===== src/hdl/hsss_pkg.sv =====
// ----------------------------------------------------------------------------
// hsss_pkg
// Shared types, codes and the half-step coil table for the stepper sequencer.
// ----------------------------------------------------------------------------
package hsss_pkg;

  localparam int unsigned STEP_DELAY_W = 16;
  localparam int unsigned TRIGGER_W    = 10;
  localparam int unsigned TARGET_W     = 16;
  localparam int unsigned SENSOR_W     = 10;
  localparam int unsigned COUNT_W      = 17;
  localparam int unsigned PHASE_W      = 3;
  localparam int unsigned CFG_DATA_W   = 16;
  localparam int unsigned CFG_INDEX_W  = 1;

  // Step limit for the one-turn and homing runs.
  localparam logic [COUNT_W-1:0] STEPS_PER_TURN = 17'd4096;
  // Last phase of an eight-phase group.
  localparam logic [PHASE_W-1:0] LAST_PHASE     = 3'd7;

  localparam logic [STEP_DELAY_W-1:0] STEP_DELAY_RESET = 16'd1;
  localparam logic [TRIGGER_W-1:0]    TRIGGER_RESET    = 10'd512;

  typedef enum logic [2:0] {
    OP_TICK      = 3'd0,
    OP_FWD_COUNT = 3'd1,
    OP_FWD_TURN  = 3'd2,
    OP_REV_TURN  = 3'd3,
    OP_HOMING    = 3'd4,
    OP_STOP      = 3'd5
  } opcode_t;

  typedef enum logic [2:0] {
    MODE_IDLE      = 3'd0,
    MODE_FWD_COUNT = 3'd1,
    MODE_FWD_TURN  = 3'd2,
    MODE_REV_TURN  = 3'd3,
    MODE_HOMING    = 3'd4
  } mode_t;

  typedef enum logic [CFG_INDEX_W-1:0] {
    REG_STEP_DELAY    = 1'd0,
    REG_TRIGGER_LEVEL = 1'd1
  } reg_index_t;

  typedef struct packed {
    logic [3:0]         coils;
    logic               running;
    logic [COUNT_W-1:0] step_total;
    logic               run_ended;
  } result_t;

  // Half-step pattern, bit3 first coil through bit0 fourth coil.
  function automatic logic [3:0] phase_coils(input logic [PHASE_W-1:0] idx);
    logic [3:0] pat;
    case (idx)
      3'd0:    pat = 4'h9;
      3'd1:    pat = 4'h8;
      3'd2:    pat = 4'hC;
      3'd3:    pat = 4'h4;
      3'd4:    pat = 4'h6;
      3'd5:    pat = 4'h2;
      3'd6:    pat = 4'h3;
      default: pat = 4'h1;
    endcase
    return pat;
  endfunction

endpackage


===== src/hdl/hsss_if.sv =====
// ----------------------------------------------------------------------------
// hsss_if
// Valid/ready channels carrying command beats in and status beats out.
// ----------------------------------------------------------------------------
interface hsss_in_if import hsss_pkg::*; ();
  logic                valid;
  logic                ready;
  logic [2:0]          opcode;
  logic [TARGET_W-1:0] target_steps;
  logic [SENSOR_W-1:0] sensor_level;

  modport source (output valid, output opcode, output target_steps,
                  output sensor_level, input ready);
  modport sink   (input valid, input opcode, input target_steps,
                  input sensor_level, output ready);
endinterface

interface hsss_out_if import hsss_pkg::*; ();
  logic               valid;
  logic               ready;
  logic [3:0]         coils;
  logic               running;
  logic [COUNT_W-1:0] step_total;
  logic               run_ended;

  modport source (output valid, output coils, output running,
                  output step_total, output run_ended, input ready);
  modport sink   (input valid, input coils, input running,
                  input step_total, input run_ended, output ready);
endinterface


===== src/hdl/hsss_core.sv =====
// ----------------------------------------------------------------------------
// hsss_core
// Run state, configuration registers and the per-beat next-state logic.
// ----------------------------------------------------------------------------
module hsss_core import hsss_pkg::*; (
  input  logic                    clk,
  input  logic                    rst,
  input  logic                    cfg_we,
  input  logic [CFG_INDEX_W-1:0]  cfg_index,
  input  logic [CFG_DATA_W-1:0]   cfg_data,
  input  logic                    accept,
  input  logic [2:0]              opcode,
  input  logic [TARGET_W-1:0]     target_steps,
  input  logic [SENSOR_W-1:0]     sensor_level,
  output result_t                 result
);

  logic [STEP_DELAY_W-1:0] step_delay;
  logic [TRIGGER_W-1:0]    trigger_level;

  logic [PHASE_W-1:0]      phase_index, phase_index_next;
  logic [COUNT_W-1:0]      step_count, step_count_next;
  logic [STEP_DELAY_W-1:0] hold_timer, hold_timer_next;
  mode_t                   run_mode, run_mode_next;
  logic [COUNT_W-1:0]      step_limit, step_limit_next;
  logic [3:0]              coil_pattern, coil_pattern_next;
  logic                    ended;

  logic [STEP_DELAY_W-1:0] load_delay;
  logic                    sensor_high;
  logic                    forward;
  logic [PHASE_W-1:0]      next_pos;
  logic [PHASE_W-1:0]      table_idx;

  assign load_delay  = (step_delay == '0) ? STEP_DELAY_W'(1) : step_delay;
  assign sensor_high = sensor_level > trigger_level;

  always_comb begin
    phase_index_next  = phase_index;
    step_count_next   = step_count;
    hold_timer_next   = hold_timer;
    run_mode_next     = run_mode;
    step_limit_next   = step_limit;
    coil_pattern_next = coil_pattern;
    ended             = 1'b0;
    next_pos          = '0;
    forward           = 1'b0;
    table_idx         = '0;

    case (opcode)
      OP_STOP: begin
        ended             = (run_mode != MODE_IDLE);
        phase_index_next  = '0;
        step_count_next   = '0;
        hold_timer_next   = '0;
        run_mode_next     = MODE_IDLE;
        step_limit_next   = '0;
        coil_pattern_next = 4'h0;
      end
      OP_FWD_COUNT, OP_FWD_TURN, OP_REV_TURN, OP_HOMING: begin
        if (run_mode == MODE_IDLE) begin
          // Count is zero at start, so only the homing sensor can refuse it.
          forward = (opcode == OP_FWD_COUNT) || (opcode == OP_FWD_TURN);
          if ((opcode == OP_HOMING) && sensor_high) begin
            ended = 1'b1;
          end else begin
            run_mode_next     = mode_t'(opcode);
            step_limit_next   = (opcode == OP_FWD_COUNT) ?
                                {1'b0, target_steps} : STEPS_PER_TURN;
            phase_index_next  = '0;
            table_idx         = forward ? '0 : LAST_PHASE;
            coil_pattern_next = phase_coils(table_idx);
            step_count_next   = COUNT_W'(1);
            hold_timer_next   = load_delay;
          end
        end
      end
      OP_TICK: begin
        if (run_mode != MODE_IDLE) begin
          forward = (run_mode == MODE_FWD_COUNT) || (run_mode == MODE_FWD_TURN);
          if (hold_timer > STEP_DELAY_W'(1)) begin
            hold_timer_next = hold_timer - STEP_DELAY_W'(1);
          end else if (phase_index == LAST_PHASE &&
                       ((step_count > step_limit) ||
                        ((run_mode == MODE_HOMING) && sensor_high))) begin
            // Group check failed: end the run.
            ended             = 1'b1;
            phase_index_next  = '0;
            step_count_next   = '0;
            hold_timer_next   = '0;
            run_mode_next     = MODE_IDLE;
            step_limit_next   = '0;
            coil_pattern_next = 4'h0;
          end else begin
            next_pos          = (phase_index == LAST_PHASE) ? '0
                                : phase_index + PHASE_W'(1);
            table_idx         = forward ? next_pos : (LAST_PHASE - next_pos);
            phase_index_next  = next_pos;
            coil_pattern_next = phase_coils(table_idx);
            step_count_next   = step_count + COUNT_W'(1);
            hold_timer_next   = load_delay;
          end
        end
      end
      default: begin
      end
    endcase
  end

  assign result.coils      = coil_pattern_next;
  assign result.running    = (run_mode_next != MODE_IDLE);
  assign result.step_total = step_count_next;
  assign result.run_ended  = ended;

  always_ff @(posedge clk) begin
    if (rst) begin
      step_delay    <= STEP_DELAY_RESET;
      trigger_level <= TRIGGER_RESET;
      phase_index   <= '0;
      step_count    <= '0;
      hold_timer    <= '0;
      run_mode      <= MODE_IDLE;
      step_limit    <= '0;
      coil_pattern  <= 4'h0;
    end else begin
      if (cfg_we) begin
        unique case (reg_index_t'(cfg_index))
          REG_STEP_DELAY:    step_delay    <= cfg_data;
          REG_TRIGGER_LEVEL: trigger_level <= cfg_data[TRIGGER_W-1:0];
          default: begin
          end
        endcase
      end
      if (accept) begin
        phase_index  <= phase_index_next;
        step_count   <= step_count_next;
        hold_timer   <= hold_timer_next;
        run_mode     <= run_mode_next;
        step_limit   <= step_limit_next;
        coil_pattern <= coil_pattern_next;
      end
    end
  end

endmodule


===== src/hdl/hsss_out_buf.sv =====
// ----------------------------------------------------------------------------
// hsss_out_buf
// Two-entry result buffer; keeps the input open during sink stalls until full.
// ----------------------------------------------------------------------------
module hsss_out_buf import hsss_pkg::*; (
  input  logic    clk,
  input  logic    rst,
  input  logic    push,
  input  result_t push_data,
  output logic    can_push,
  output logic    pop_valid,
  input  logic    pop,
  output result_t pop_data
);

  result_t    mem [2];
  logic       wr_ptr;
  logic       rd_ptr;
  logic [1:0] count;

  assign can_push  = (count != 2'd2);
  assign pop_valid = (count != 2'd0);
  assign pop_data  = mem[rd_ptr];

  always_ff @(posedge clk) begin
    if (push) begin
      mem[wr_ptr] <= push_data;
    end
  end

  always_ff @(posedge clk) begin
    if (rst) begin
      wr_ptr <= 1'b0;
      rd_ptr <= 1'b0;
      count  <= 2'd0;
    end else begin
      if (push) begin
        wr_ptr <= ~wr_ptr;
      end
      if (pop) begin
        rd_ptr <= ~rd_ptr;
      end
      case ({push, pop})
        2'b10:   count <= count + 2'd1;
        2'b01:   count <= count - 2'd1;
        default: count <= count;
      endcase
    end
  end

endmodule


===== src/hdl/half_step_stepper_sequencer.sv =====
// ----------------------------------------------------------------------------
// half_step_stepper_sequencer
// Four-coil stepper driver with the eight-phase half-step sequence.
// ----------------------------------------------------------------------------
// Usage:
//   in_ch carries one beat per tick or command (opcode, target_steps,
//   sensor_level). Every accepted beat yields exactly one status beat on
//   out_ch: coil drive, running flag, phases stepped and a run-ended flag.
//   The user writes step_delay and trigger_level through cfg_we/cfg_index/
//   cfg_data only while the block is idle; the block does not enforce it.
// Timing:
//   Status beats are registered and leave out_ch in accept order. One beat
//   is taken every cycle while the buffer has room; the run state updates
//   in one pass of logic from the state registers to the result buffer.
// Reset:
//   rst (synchronous) stops any run, clears the coils and count, loads
//   step_delay 1 and trigger_level 512, and empties the result buffer.
// Stall:
//   Up to two status beats wait in the result buffer; in_ch.ready drops only
//   while both are held and rises again as soon as out_ch takes one.
// ----------------------------------------------------------------------------
module half_step_stepper_sequencer import hsss_pkg::*; (
  input  logic                   clk,
  input  logic                   rst,
  input  logic                   cfg_we,
  input  logic [CFG_INDEX_W-1:0] cfg_index,
  input  logic [CFG_DATA_W-1:0]  cfg_data,
  hsss_in_if.sink                in_ch,
  hsss_out_if.source             out_ch
);

  logic    accept;
  logic    can_push;
  result_t result;
  result_t head;

  assign in_ch.ready = can_push;
  assign accept      = in_ch.valid && can_push;

  hsss_core u_core (
    .clk          (clk),
    .rst          (rst),
    .cfg_we       (cfg_we),
    .cfg_index    (cfg_index),
    .cfg_data     (cfg_data),
    .accept       (accept),
    .opcode       (in_ch.opcode),
    .target_steps (in_ch.target_steps),
    .sensor_level (in_ch.sensor_level),
    .result       (result)
  );

  hsss_out_buf u_out_buf (
    .clk       (clk),
    .rst       (rst),
    .push      (accept),
    .push_data (result),
    .can_push  (can_push),
    .pop_valid (out_ch.valid),
    .pop       (out_ch.valid && out_ch.ready),
    .pop_data  (head)
  );

  assign out_ch.coils      = head.coils;
  assign out_ch.running    = head.running;
  assign out_ch.step_total = head.step_total;
  assign out_ch.run_ended  = head.run_ended;

endmodule


===== src/flat_wrapper.sv =====
// flat-port wrapper written by rule: the top's interface ports become plain ports
module half_step_stepper_sequencer_flat import hsss_pkg::*;
  (clk, rst, cfg_we, cfg_index, cfg_data, in_ch_valid, in_ch_opcode, in_ch_target_steps, in_ch_sensor_level, in_ch_ready, out_ch_valid, out_ch_coils, out_ch_running, out_ch_step_total, out_ch_run_ended, out_ch_ready);
  hsss_in_if in_ch_i ();
  hsss_out_if out_ch_i ();
  input  logic clk;
  input  logic rst;
  input  logic cfg_we;
  input  logic [CFG_INDEX_W-1:0] cfg_index;
  input  logic [CFG_DATA_W-1:0] cfg_data;
  input wire logic [$bits(in_ch_i.valid)-1:0] in_ch_valid;
  input wire logic [$bits(in_ch_i.opcode)-1:0] in_ch_opcode;
  input wire logic [$bits(in_ch_i.target_steps)-1:0] in_ch_target_steps;
  input wire logic [$bits(in_ch_i.sensor_level)-1:0] in_ch_sensor_level;
  output wire logic [$bits(in_ch_i.ready)-1:0] in_ch_ready;
  output wire logic [$bits(out_ch_i.valid)-1:0] out_ch_valid;
  output wire logic [$bits(out_ch_i.coils)-1:0] out_ch_coils;
  output wire logic [$bits(out_ch_i.running)-1:0] out_ch_running;
  output wire logic [$bits(out_ch_i.step_total)-1:0] out_ch_step_total;
  output wire logic [$bits(out_ch_i.run_ended)-1:0] out_ch_run_ended;
  input wire logic [$bits(out_ch_i.ready)-1:0] out_ch_ready;
  assign in_ch_i.valid = in_ch_valid;
  assign in_ch_i.opcode = in_ch_opcode;
  assign in_ch_i.target_steps = in_ch_target_steps;
  assign in_ch_i.sensor_level = in_ch_sensor_level;
  assign in_ch_ready = in_ch_i.ready;
  assign out_ch_valid = out_ch_i.valid;
  assign out_ch_coils = out_ch_i.coils;
  assign out_ch_running = out_ch_i.running;
  assign out_ch_step_total = out_ch_i.step_total;
  assign out_ch_run_ended = out_ch_i.run_ended;
  assign out_ch_i.ready = out_ch_ready;
  half_step_stepper_sequencer u_core (.clk(clk), .rst(rst), .cfg_we(cfg_we), .cfg_index(cfg_index), .cfg_data(cfg_data), .in_ch(in_ch_i), .out_ch(out_ch_i));
endmodule

===== config.mk =====
export PLATFORM = sky130hd
export DESIGN_NAME = half_step_stepper_sequencer_flat
export DESIGN_NICKNAME = d
export VERILOG_FILES = /design/src/hdl/hsss_pkg.sv /design/src/hdl/hsss_if.sv /design/src/hdl/hsss_core.sv /design/src/hdl/hsss_out_buf.sv /design/src/hdl/half_step_stepper_sequencer.sv /design/src/flat_wrapper.sv
export SDC_FILE = /design/constraint.sdc
export NUM_CORES = 1
export LEC_CHECK = 0
export ABC_AREA = 1
export BUFFER_PORTS_ARGS = -buffer_cell sky130_fd_sc_hd__buf_2
export CORE_UTILIZATION = 46
export CTS_BUF_LIST = sky130_fd_sc_hd__clkbuf_8
export DETAILED_ROUTE_END_ITERATION = 6
export PLACE_DENSITY = 0.71
export SYNTH_ARGS = -nofsm -noshare
export SYNTH_HDL_FRONTEND = slang
export SYNTH_SLANG_ARGS = --single-unit

===== constraint.sdc =====
create_clock -name clk -period 4.3 [get_ports clk]
set_input_delay 0.645 -clock clk [delete_from_list [all_inputs] [get_ports clk]]
set_output_delay 0.645 -clock clk [all_outputs]
set_load 0.05 [all_outputs]

# Word-level counts from Yosys, hierarchy flattened
# Memories as Yosys holds them, arrays and structs flattened. A register that Yosys moved wholly into a read port is not among the register bits.
# Cells that the tools add are included.
dict set report classes {
  addsub 6
  multipliers 0
  div_mod_pow 0
  order_cmp 3
  n_eq_ne 29
  shifts 0
  muxes 54
  n_bitwise 3
  reduce_logical 24
}
# cell count
set ops {}
lappend ops {{$mux 17} 10}
lappend ops {{$mux 16} 7}
lappend ops {{$pmux 17 s3} 2}
lappend ops {{$pmux 4 s7} 2}
lappend ops {{$pmux 16 s3} 1}
lappend ops {{$mux 3} 13}
lappend ops {{$eq 3x3->1 const B} 10}
lappend ops {{$eq 3x2->1 const B} 7}
lappend ops {{$mux 4} 5}
lappend ops {{$pmux 3 s3} 2}
lappend ops {{$add 17x1->17 const B} 1}
lappend ops {{$gt 17x17->1} 1}
lappend ops {{$gt 16x1->1 const B} 1}
lappend ops {{$logic_not 16->1} 1}
lappend ops {{$sub 16x1->16 const B} 1}
lappend ops {{$eq 3x1->1 const B} 4}
lappend ops {{$logic_not 3->1} 4}
lappend ops {{$ne 2x2->1 const B} 6}
lappend ops {{$pmux 4 s3} 1}
lappend ops {{$gt 10x10->1} 1}
lappend ops {{$mux 1} 9}
lappend ops {{$reduce_bool 3->1} 3}
lappend ops {{$reduce_and 7->1} 1}
lappend ops {{$reduce_and 6->1} 1}
lappend ops {{15 further kinds} 25}
dict set report totals {
  ff_bits 90
  latch_bits 0
  ram_bits 46
  mem_bits_ro 0
  in_bits 51
  out_inout_bits 25
  elab_cells 131
  memories 1
}
# memory words width read_ports rd_clocked_by_memory_dff wr line_no
set mem_list {}
lappend mem_list {u_core.u_out_buf.mem 2 23 1 1 1 hsss_out_buf.sv:16} ;# result_t mem [2];

# Logic depth before layout (Yosys ltp)
# Gate-level depths: netlist of run 1.
dict set report logic_depth {
  word_depth 10
  mapped_depth 19
  depth_no_buf 19
}

# Hierarchy
# From an unflattened synthesis of run 1, not the netlist that was laid out.
dict set report unflattened {
  hier_cells 1017
  area_unflattened_um2 7781.2
}
# mod n_inst cells_each area_each_um2 seq_area_each_um2
set modules_own_cells {}
lappend modules_own_cells {hsss_core 1 910 5879.4 1701.6}
lappend modules_own_cells {hsss_out_buf 1 103 1886.8 1481.4}
lappend modules_own_cells {half_step_stepper_sequencer 1 4 15.0 0.0}

# Worst setup path after synthesis of run 1
# Ideal clock, no wire load.
dict set report synth_timing {
  path_kind {flip-flop to flip-flop}
  from {reg u_core.u_out_buf.count[0]}
  to {mem u_core.u_out_buf.mem[0][0] (netlist name), enable pin}
  setup_ns 0.403
  arrival_time_ns 2.430
  required_time_ns 3.897
  setup_slack_ns 1.467
  stages_incl_launch_ff 7
  n_path_buf 2
  period_less_slack_ns 2.833
  cell_sequence {dfxtp_1 inv_1 nand2_1 nand2_1 clkbuf_1 clkbuf_1 nor2_1}
}
dict set report synth_between {
  elab_chain_len 4
}
# item line_no
set synth_rtl {}
lappend synth_rtl {{from (decl)} hsss_out_buf.sv:19} ;# logic [1:0] count;
lappend synth_rtl {{from (signal assigned)} hsss_out_buf.sv:44} ;# 2'b10: count <= count + 2'd1;
lappend synth_rtl {{from (signal assigned)} hsss_out_buf.sv:45} ;# 2'b01: count <= count - 2'd1;
lappend synth_rtl {{from (signal assigned)} hsss_out_buf.sv:46} ;# default: count <= count;
lappend synth_rtl {{$ne 2x2->1} hsss_out_buf.sv:21} ;# assign can_push = (count != 2'd2);
lappend synth_rtl {{net in_ch_ready} flat_wrapper.sv:15} ;# output wire logic [$bits(in_ch_i.ready)-1:0] in_ch_ready;
lappend synth_rtl {{$logic_and 1x1->1} half_step_stepper_sequencer.sv:38} ;# assign accept = in_ch.valid && can_push;
lappend synth_rtl {{$mux 1} hsss_out_buf.sv:26} ;# if (push) begin
lappend synth_rtl {{$mux 1 (implied by the code)} hsss_out_buf.sv:27} ;# mem[wr_ptr] <= push_data;
lappend synth_rtl {{to (decl)} hsss_out_buf.sv:16}
# The timed path passes the listed nets, and every way through them passes these cells.

==> reports/metrics.cfg, run 1 <==
[outcome]
outcome = finished clean

[timing]
fin_tns_setup_ps = 0
fin_ws_ps = 1560
clock.fmax_mhz = 365
worst_pin_slew_ps = 1020
fin_crit_sh_pct = 63.7
final_max_slew_viol_count = 0
finalHoldViolations = 0
setup_viol = 0
rsz0062_at_grt = no
fin_crit_ps = 2740
finClkSkew_ps = 15.7
maxSlewHeadroom_pct = 32.0

[placement]
port_buffers = 75
preCtsSetupSlack_ps = 1240
place_congestion = 0.858
dp_cells = 1241
hpwl_mm = 12.6

[global_route]
gr-usage-all-layers_pct = 22.1
grt_pass1_vias = 5965
overflow = 0
grt_start_max_net_pins = 32
antenna_found_initial = 0
grt_pass1_wl_mm = 29.2

[critical_path]
crit_required_ps = 3650
critical_path_class = reg -> out
endpoint_kind = output pin
cp-start-kind = flop
arrival_ps = 2100
reg2reg_from = u_core.u_core.hold_timer[0]
critPathMaxFanout = 23

[layout]
area_delta_synth_final_pct = 13.1
drive_gt1_share_pct = 16.5
layout.nets = 1127
fin_cells = 1273
diodes = 0

[clocking]
path_clk_slew_ps = 80
cts_tree = built
post_cts_buffers = 0
clock_latency_ps = 460
clock-sinks = 136
cts-root-buf = clkbuf_8
postCtsHoldBufs = 0
ctsResizeCount = 0
cts_inserted_buffers = 17
htreeDepth = 4
clockBufferDepth = 2

[route]
wire_per_inst_microns = 13.8
first_pass_iters = 5
antenna_left = 0
drtIter0Drc = 502
via_per_inst = 5.23
totalWireLength_mm = 17.6
vias = 6656
drc = 0

[synth]
ys_ff_latch = 136
synth_nets = 1060
synthCells = 977
yosys.area.top_type = dfxtp_1
syn-cell-area_sq_um = 7580
synth-edff-count = 46
synth_top_area_share_pct = 23.8
synth_cell_types = 41
synth.area.top_cells = dfxtp_1 24%, edfxtp_1 18%, nand2_1 8.2%, inv_1 6.2%, nor2_1 5.9%
syn_area_per_cell_sq_um = 7.75
ys_seq_area_share_pct = 42.0
yosysWarnings = 0
async_reset_ff_share_pct = 0
synthFlopType = dfxtp_1

[floorplan]
die_x_microns = 130
core_sq_um = 16000
rows = 46
start_util_pct = 47.3
io-pin-count = 76
die_h_microns = 130
dieArea_sq_um = 17000

[power_and_ir_drop]
power_mw = 4.12
leakage_nw = 3.86
vdd_drop_max_mv = 0.227
powerDensity_nw_per_um2 = 481

[worst_hold_path]
hold_path_class = in -> reg
min_from = cfg_data[15]

[flow_run]
cap_violations = 0

## per-layer routing
| metal | vias up | share of wire (%) | global-route usage (%) |
|---|---|---|---|
| met5 | - | 0 | 0 |
| met4 | 0 | 1.4 | 7.23 |
| met3 | 24 | 5.2 | 4.63 |
| met2 | 178 | 47 | 35.5 |
| met1 | 3056 | 47 | 29.6 |
| li1 | 3398 | - | - |
## final timing paths
| path | end | slack [ps] | cells after the start |
|---|---|---|---|
| worst min-delay path | u_core.u_core.step_delay[15] | 410 | 3 |
| worst max register to register | u_core.u_core.step_limit[1] | 1750 | 15 |
| worst max-delay path | out_ch_step_total[13] | 1560 | 2 |
| worst min register to register | u_core.u_out_buf.rd_ptr | 460 | 1 |
## sequential cells by signal, indices dropped and copies added (netlist names), named ones only
register                     flops
u_core.u_core.coil_pattern       4
u_core.u_core.hold_timer        16
u_core.u_core.phase_index        3
u_core.u_core.run_mode           3
u_core.u_core.step_count        17
u_core.u_core.step_delay        16
u_core.u_core.step_limit        16
u_core.u_core.trigger_level     10
u_core.u_out_buf.count           2
u_core.u_out_buf.mem            46
u_core.u_out_buf.rd_ptr          1
u_core.u_out_buf.wr_ptr          1
## where the power goes
group,internal (mW),switching [mW]
Combinational,0.423,0.902
Clock,0.634,0.523
Sequential,1.50,0.136
Total,2.56,1.56
## worst max-delay path, cell delays in order (launching register included)
cell	delay (ps)
dfxtp_1	990
mux2_2	420
buf_2	210
## stage by stage
step | instance area [sq um] | hold slack [ps] | util [%]
floorplan | 7580 | 426 | -
global placement | 8140 | 435 | 50.8
detailed placement | 8140 | 444 | 50.8
CTS | 8570 | 391 | 53.6
global route | 8570 | 400 | 53.6
finish | 8570 | 413 | 53.6
## logic make-up after synthesis
| kind of cell | count (synthesis) | synth area share (%) |
|---|---|---|
| and+or+nand+nor | 409 | 23.8 |
| adders and majority gates | 32 | 5.28 |
| buffers and inverters | 168 | 8.70 |
| xor gates and xnor gates | 21 | 2.43 |
| AOI/OAI and AO/OA | 188 | 14.4 |
| DFF | 136 | 42.0 |
| muxes | 23 | 3.42 |
## layout by cell type (no fill, tap or decap), types with 4 or more instances in the layout
cell type  synthesis  layout
buf_2              7      75
inv_1            125     126
o2111ai_1          9       9
nand4_1           18      18
clkbuf_8           0      17
o211ai_1           8       8
xor2_1            18      18
bufinv_16          0       4
o22ai_1            5       5
o21ai_0           67      67
mux2_2            23      23
ha_1              32      32
nor2_2             7       9
buf_4              0      10
nand2_1          166     166
o22ai_2           10      10
nand3_1           75      75
nor2_1           120     118
edfxtp_1          46      46
dfxtp_1           90      90
nor3_1             6       6
o21ai_1            7       7
a21oi_1           76      76
nor4_1             4       4
## synthesized netlist by cell type, types with 2 or more instances
library cell,number
nor2_4,3
nor3_1,6
dfxtp_1,90
nor4_1,4
o22ai_1,5
buf_2,7
o21ai_0,67
inv_1,125
inv_2,3
or2_2,2
o22ai_2,10
edfxtp_1,46
clkbuf_1,27
xor2_1,18
nor2_1,120
o21ai_1,7
nand2_1,166
clkinv_1,2
xnor2_1,3
nand3_1,75
a21oi_1,76
nand4_1,18
nand2_4,3
o211ai_1,8
nor2_2,7
mux2_2,23
o31ai_1,3
ha_1,32
o2111ai_1,9
## layout make-up
cell class / instances / area (sq um)
clock buffer: 17 / 234
fill: 1556 / 7430
multi-input combinational: 673 / 3740
tap: 216 / 270
sequential: 136 / 3180
timing repair buffer: 85 / 450
clock inverter: 15 / 200
inverter: 131 / 493
Power figures use the tool's default switching activity.
==> run 2: changes to the inputs <==
--- a/config.mk
+++ b/config.mk
@@ -10,7 +10,7 @@
 export CORE_UTILIZATION = 46
 export CTS_BUF_LIST = sky130_fd_sc_hd__clkbuf_8
 export DETAILED_ROUTE_END_ITERATION = 6
-export PLACE_DENSITY = 0.71
+export PLACE_DENSITY = 0.73
 export SYNTH_ARGS = -nofsm -noshare
 export SYNTH_HDL_FRONTEND = slang
 export SYNTH_SLANG_ARGS = --single-unit
==> constraint.sdc (replaced) <==
create_clock -name clk -period 2.2 [get_ports clk]
set_input_delay 0.33 -clock clk [delete_from_list [all_inputs] [get_ports clk]]
set_output_delay 0.33 -clock clk [all_outputs]
set_load 0.05 [all_outputs]
==> reports/metrics.cfg, run 2 (synthesis results as in run 1) <==
[critical_path]
cp-start-kind = flop
path_cells = ha_1 -> nand2_1 -> nor2_2 -> buf_4 -> buf_4 -> nand4_1 -> nand2_4 -> nand2_4 -> nand3_4 -> clkbuf_16 -> nand3_1 -> nand3_2
reg2reg_to = u_core.u_out_buf.mem[0][7]
critPathSlowestCell = dfxtp_1
endpoint_kind = flop
critPathMaxFanout = 7
critPathBufInv = 3
slowest_delay_ps = 410
r2r_cells = 12
crit_required_ps = 2400
critical-path-top-delay-family = simple AND/OR/NAND/NOR gates
r2r_setup_slack_ps = 10
critical_path_class = reg -> reg
arrival_ps = 2390
reg2reg_from = u_core.u_core.step_count[9]

[layout]
fin_area_sq_um = 9840
drive_gt1_share_pct = 31.5
largest_reg_flops = 46
fin_cells = 1351
diodes = 0
registers.top_by_ff_count = u_core.u_out_buf.mem
area_delta_synth_final_pct = 29.9
layout.nets = 1205
top_regs = u_core.u_out_buf.mem (46), u_core.u_core.step_count (17)
layout_commonest_cell = nand2_1
num-fill-cells = 1364
layout_common_cells = 149 x nand2_1, 115 x inv_1, 109 x nor2_1, 79 x dfxtp_1

[route]
via_per_inst = 5.30
drtIter0Drc = 462
vias = 7155
first_pass_iters = 7
antenna_left = 0
totalWireLength_mm = 20.2
drc = 0
wire_per_inst_microns = 14.9

[timing]
fin_crit_ps = 2190
finClkSkew_ps = 14.5
rsz0062_at_grt = yes
finalHoldViolations = 0
worst_pin_slew_ps = 489
fin_ws_ps = 11.8
clock.fmax_mhz = 457
setup_viol = 0
final_max_slew_viol_count = 0
maxSlewHeadroom_pct = 67.3
fin_crit_sh_pct = 99.5
fin_tns_setup_ps = 0

[placement]
preCtsSetupSlack_ps = -231
placed_area_sq_um = 8700
hpwl_mm = 13.6
place_congestion = 0.906
port_buffers = 75
dp_cells = 1310

[global_route]
overflow = 0
grt.met3_usage_pct = 4.63
gr-usage-all-layers_pct = 23.6
met2_usage_pct = 39.0
grt_pass1_wl_mm = 31.2
grt_util_met1_pct = 31.0
grt_start_max_net_pins = 65
top_usage_layer = met2
grt_pass1_vias = 6573
antenna_found_initial = 0

[power_and_ir_drop]
power_mw = 8.56
powerDensity_nw_per_um2 = 870
vdd_drop_max_mv = 0.433
leakage_nw = 4.40

[outcome]
outcome = finished clean

[clocking]
postCtsHoldBufs = 0
htreeDepth = 4
clockBufferDepth = 2
clock_latency_ps = 460
cts_tree = built
clock-sinks = 136
cts_inserted_buffers = 17
path_clk_slew_ps = 80
cts-root-buf = clkbuf_8

[floorplan]
core_sq_um = 16000
die_h_microns = 130
die_x_microns = 130
dieArea_sq_um = 17000
rows = 46
io-pin-count = 76
start_util_pct = 47.3

[worst_hold_path]
holdPathStages = 3
hold_path_class = in -> reg
hold_path_end = u_core.u_core.step_delay[14]
min_from = cfg_data[14]

[flow_run]
cap_violations = 0

==> run 2: routing by layer <==
layer  wire, microns  part of all wire (%)
met3            1010                   5.0
met4             438                   2.2
met1            9160                    45
met5               0                     0
met2            9550                    47
==> run 2: timing repair <==
action	4_1_cts	5_1_grt
pin swaps	4	31
gates cloned	0	2
buffers inserted	1	8
endpoints found under the setup margin	101	104
gates resized for setup	16	126
==> run 2: cell type report <==
class	count	area (sq um)	share of cell area (%)
clock buffers	17	234	2.38
clock inverters	15	151	1.54
inverters	131	493	5.01
multi-input cells	673	4340	44.1
flip-flops and latches	136	3200	32.5
well taps	216	270	2.75
repair buffers	163	1160	11.7
==> run 2: worst register-to-register path, stage by stage, from the launching register on <==
cell and delay [ps]:
dfxtp_1 410, ha_1 270, nand2_1 80, nor2_2 50
buf_4 120, buf_4 120, nand4_1 130, nand2_4 90
nand2_4 80, nand3_4 160, clkbuf_16 230, nand3_1 120
nand3_2 90
==> run 2: report_power, final <==
group	switching (mW)	leakage, nW	internal (mW)
combinational	2.12	3.02	1.25
clock	1.05	0.191	1.01
sequential	0.203	1.19	2.94
total	3.37	4.40	5.19
==> run 2: how the worst max path moves through the flow <==
stage / startpoint / cells after the start / slack [ps] / endpoint
after global routing: u_core.u_core.step_limit[4] / 18 / -120 / u_core.u_core.step_count[12]
after detailed placement: in_ch_sensor_level[9] / 13 / -230 / u_core.u_core.step_count[9]
after floorplan: u_core.u_out_buf.count[0] / 11 / 20 / u_core.u_out_buf.count[1]
after CTS: u_core.u_core.step_count[8] / 14 / 0.09 / u_core.u_core.hold_timer[1]
after global placement: in_ch_sensor_level[9] / 13 / -140 / u_core.u_core.step_count[2]
final: u_core.u_core.step_count[9] / 12 / 10 / u_core.u_out_buf.mem[0][7]
==> run 2: stage by stage <==
stage	hold slack (ps)	util, %
2_1_floorplan	426	-
3_3_place_gp	434	54.4
3_5_place_dp	445	54.4
4_1_cts	73.3	57.2
5_1_grt	83.5	61.5
6_report	87.5	61.5
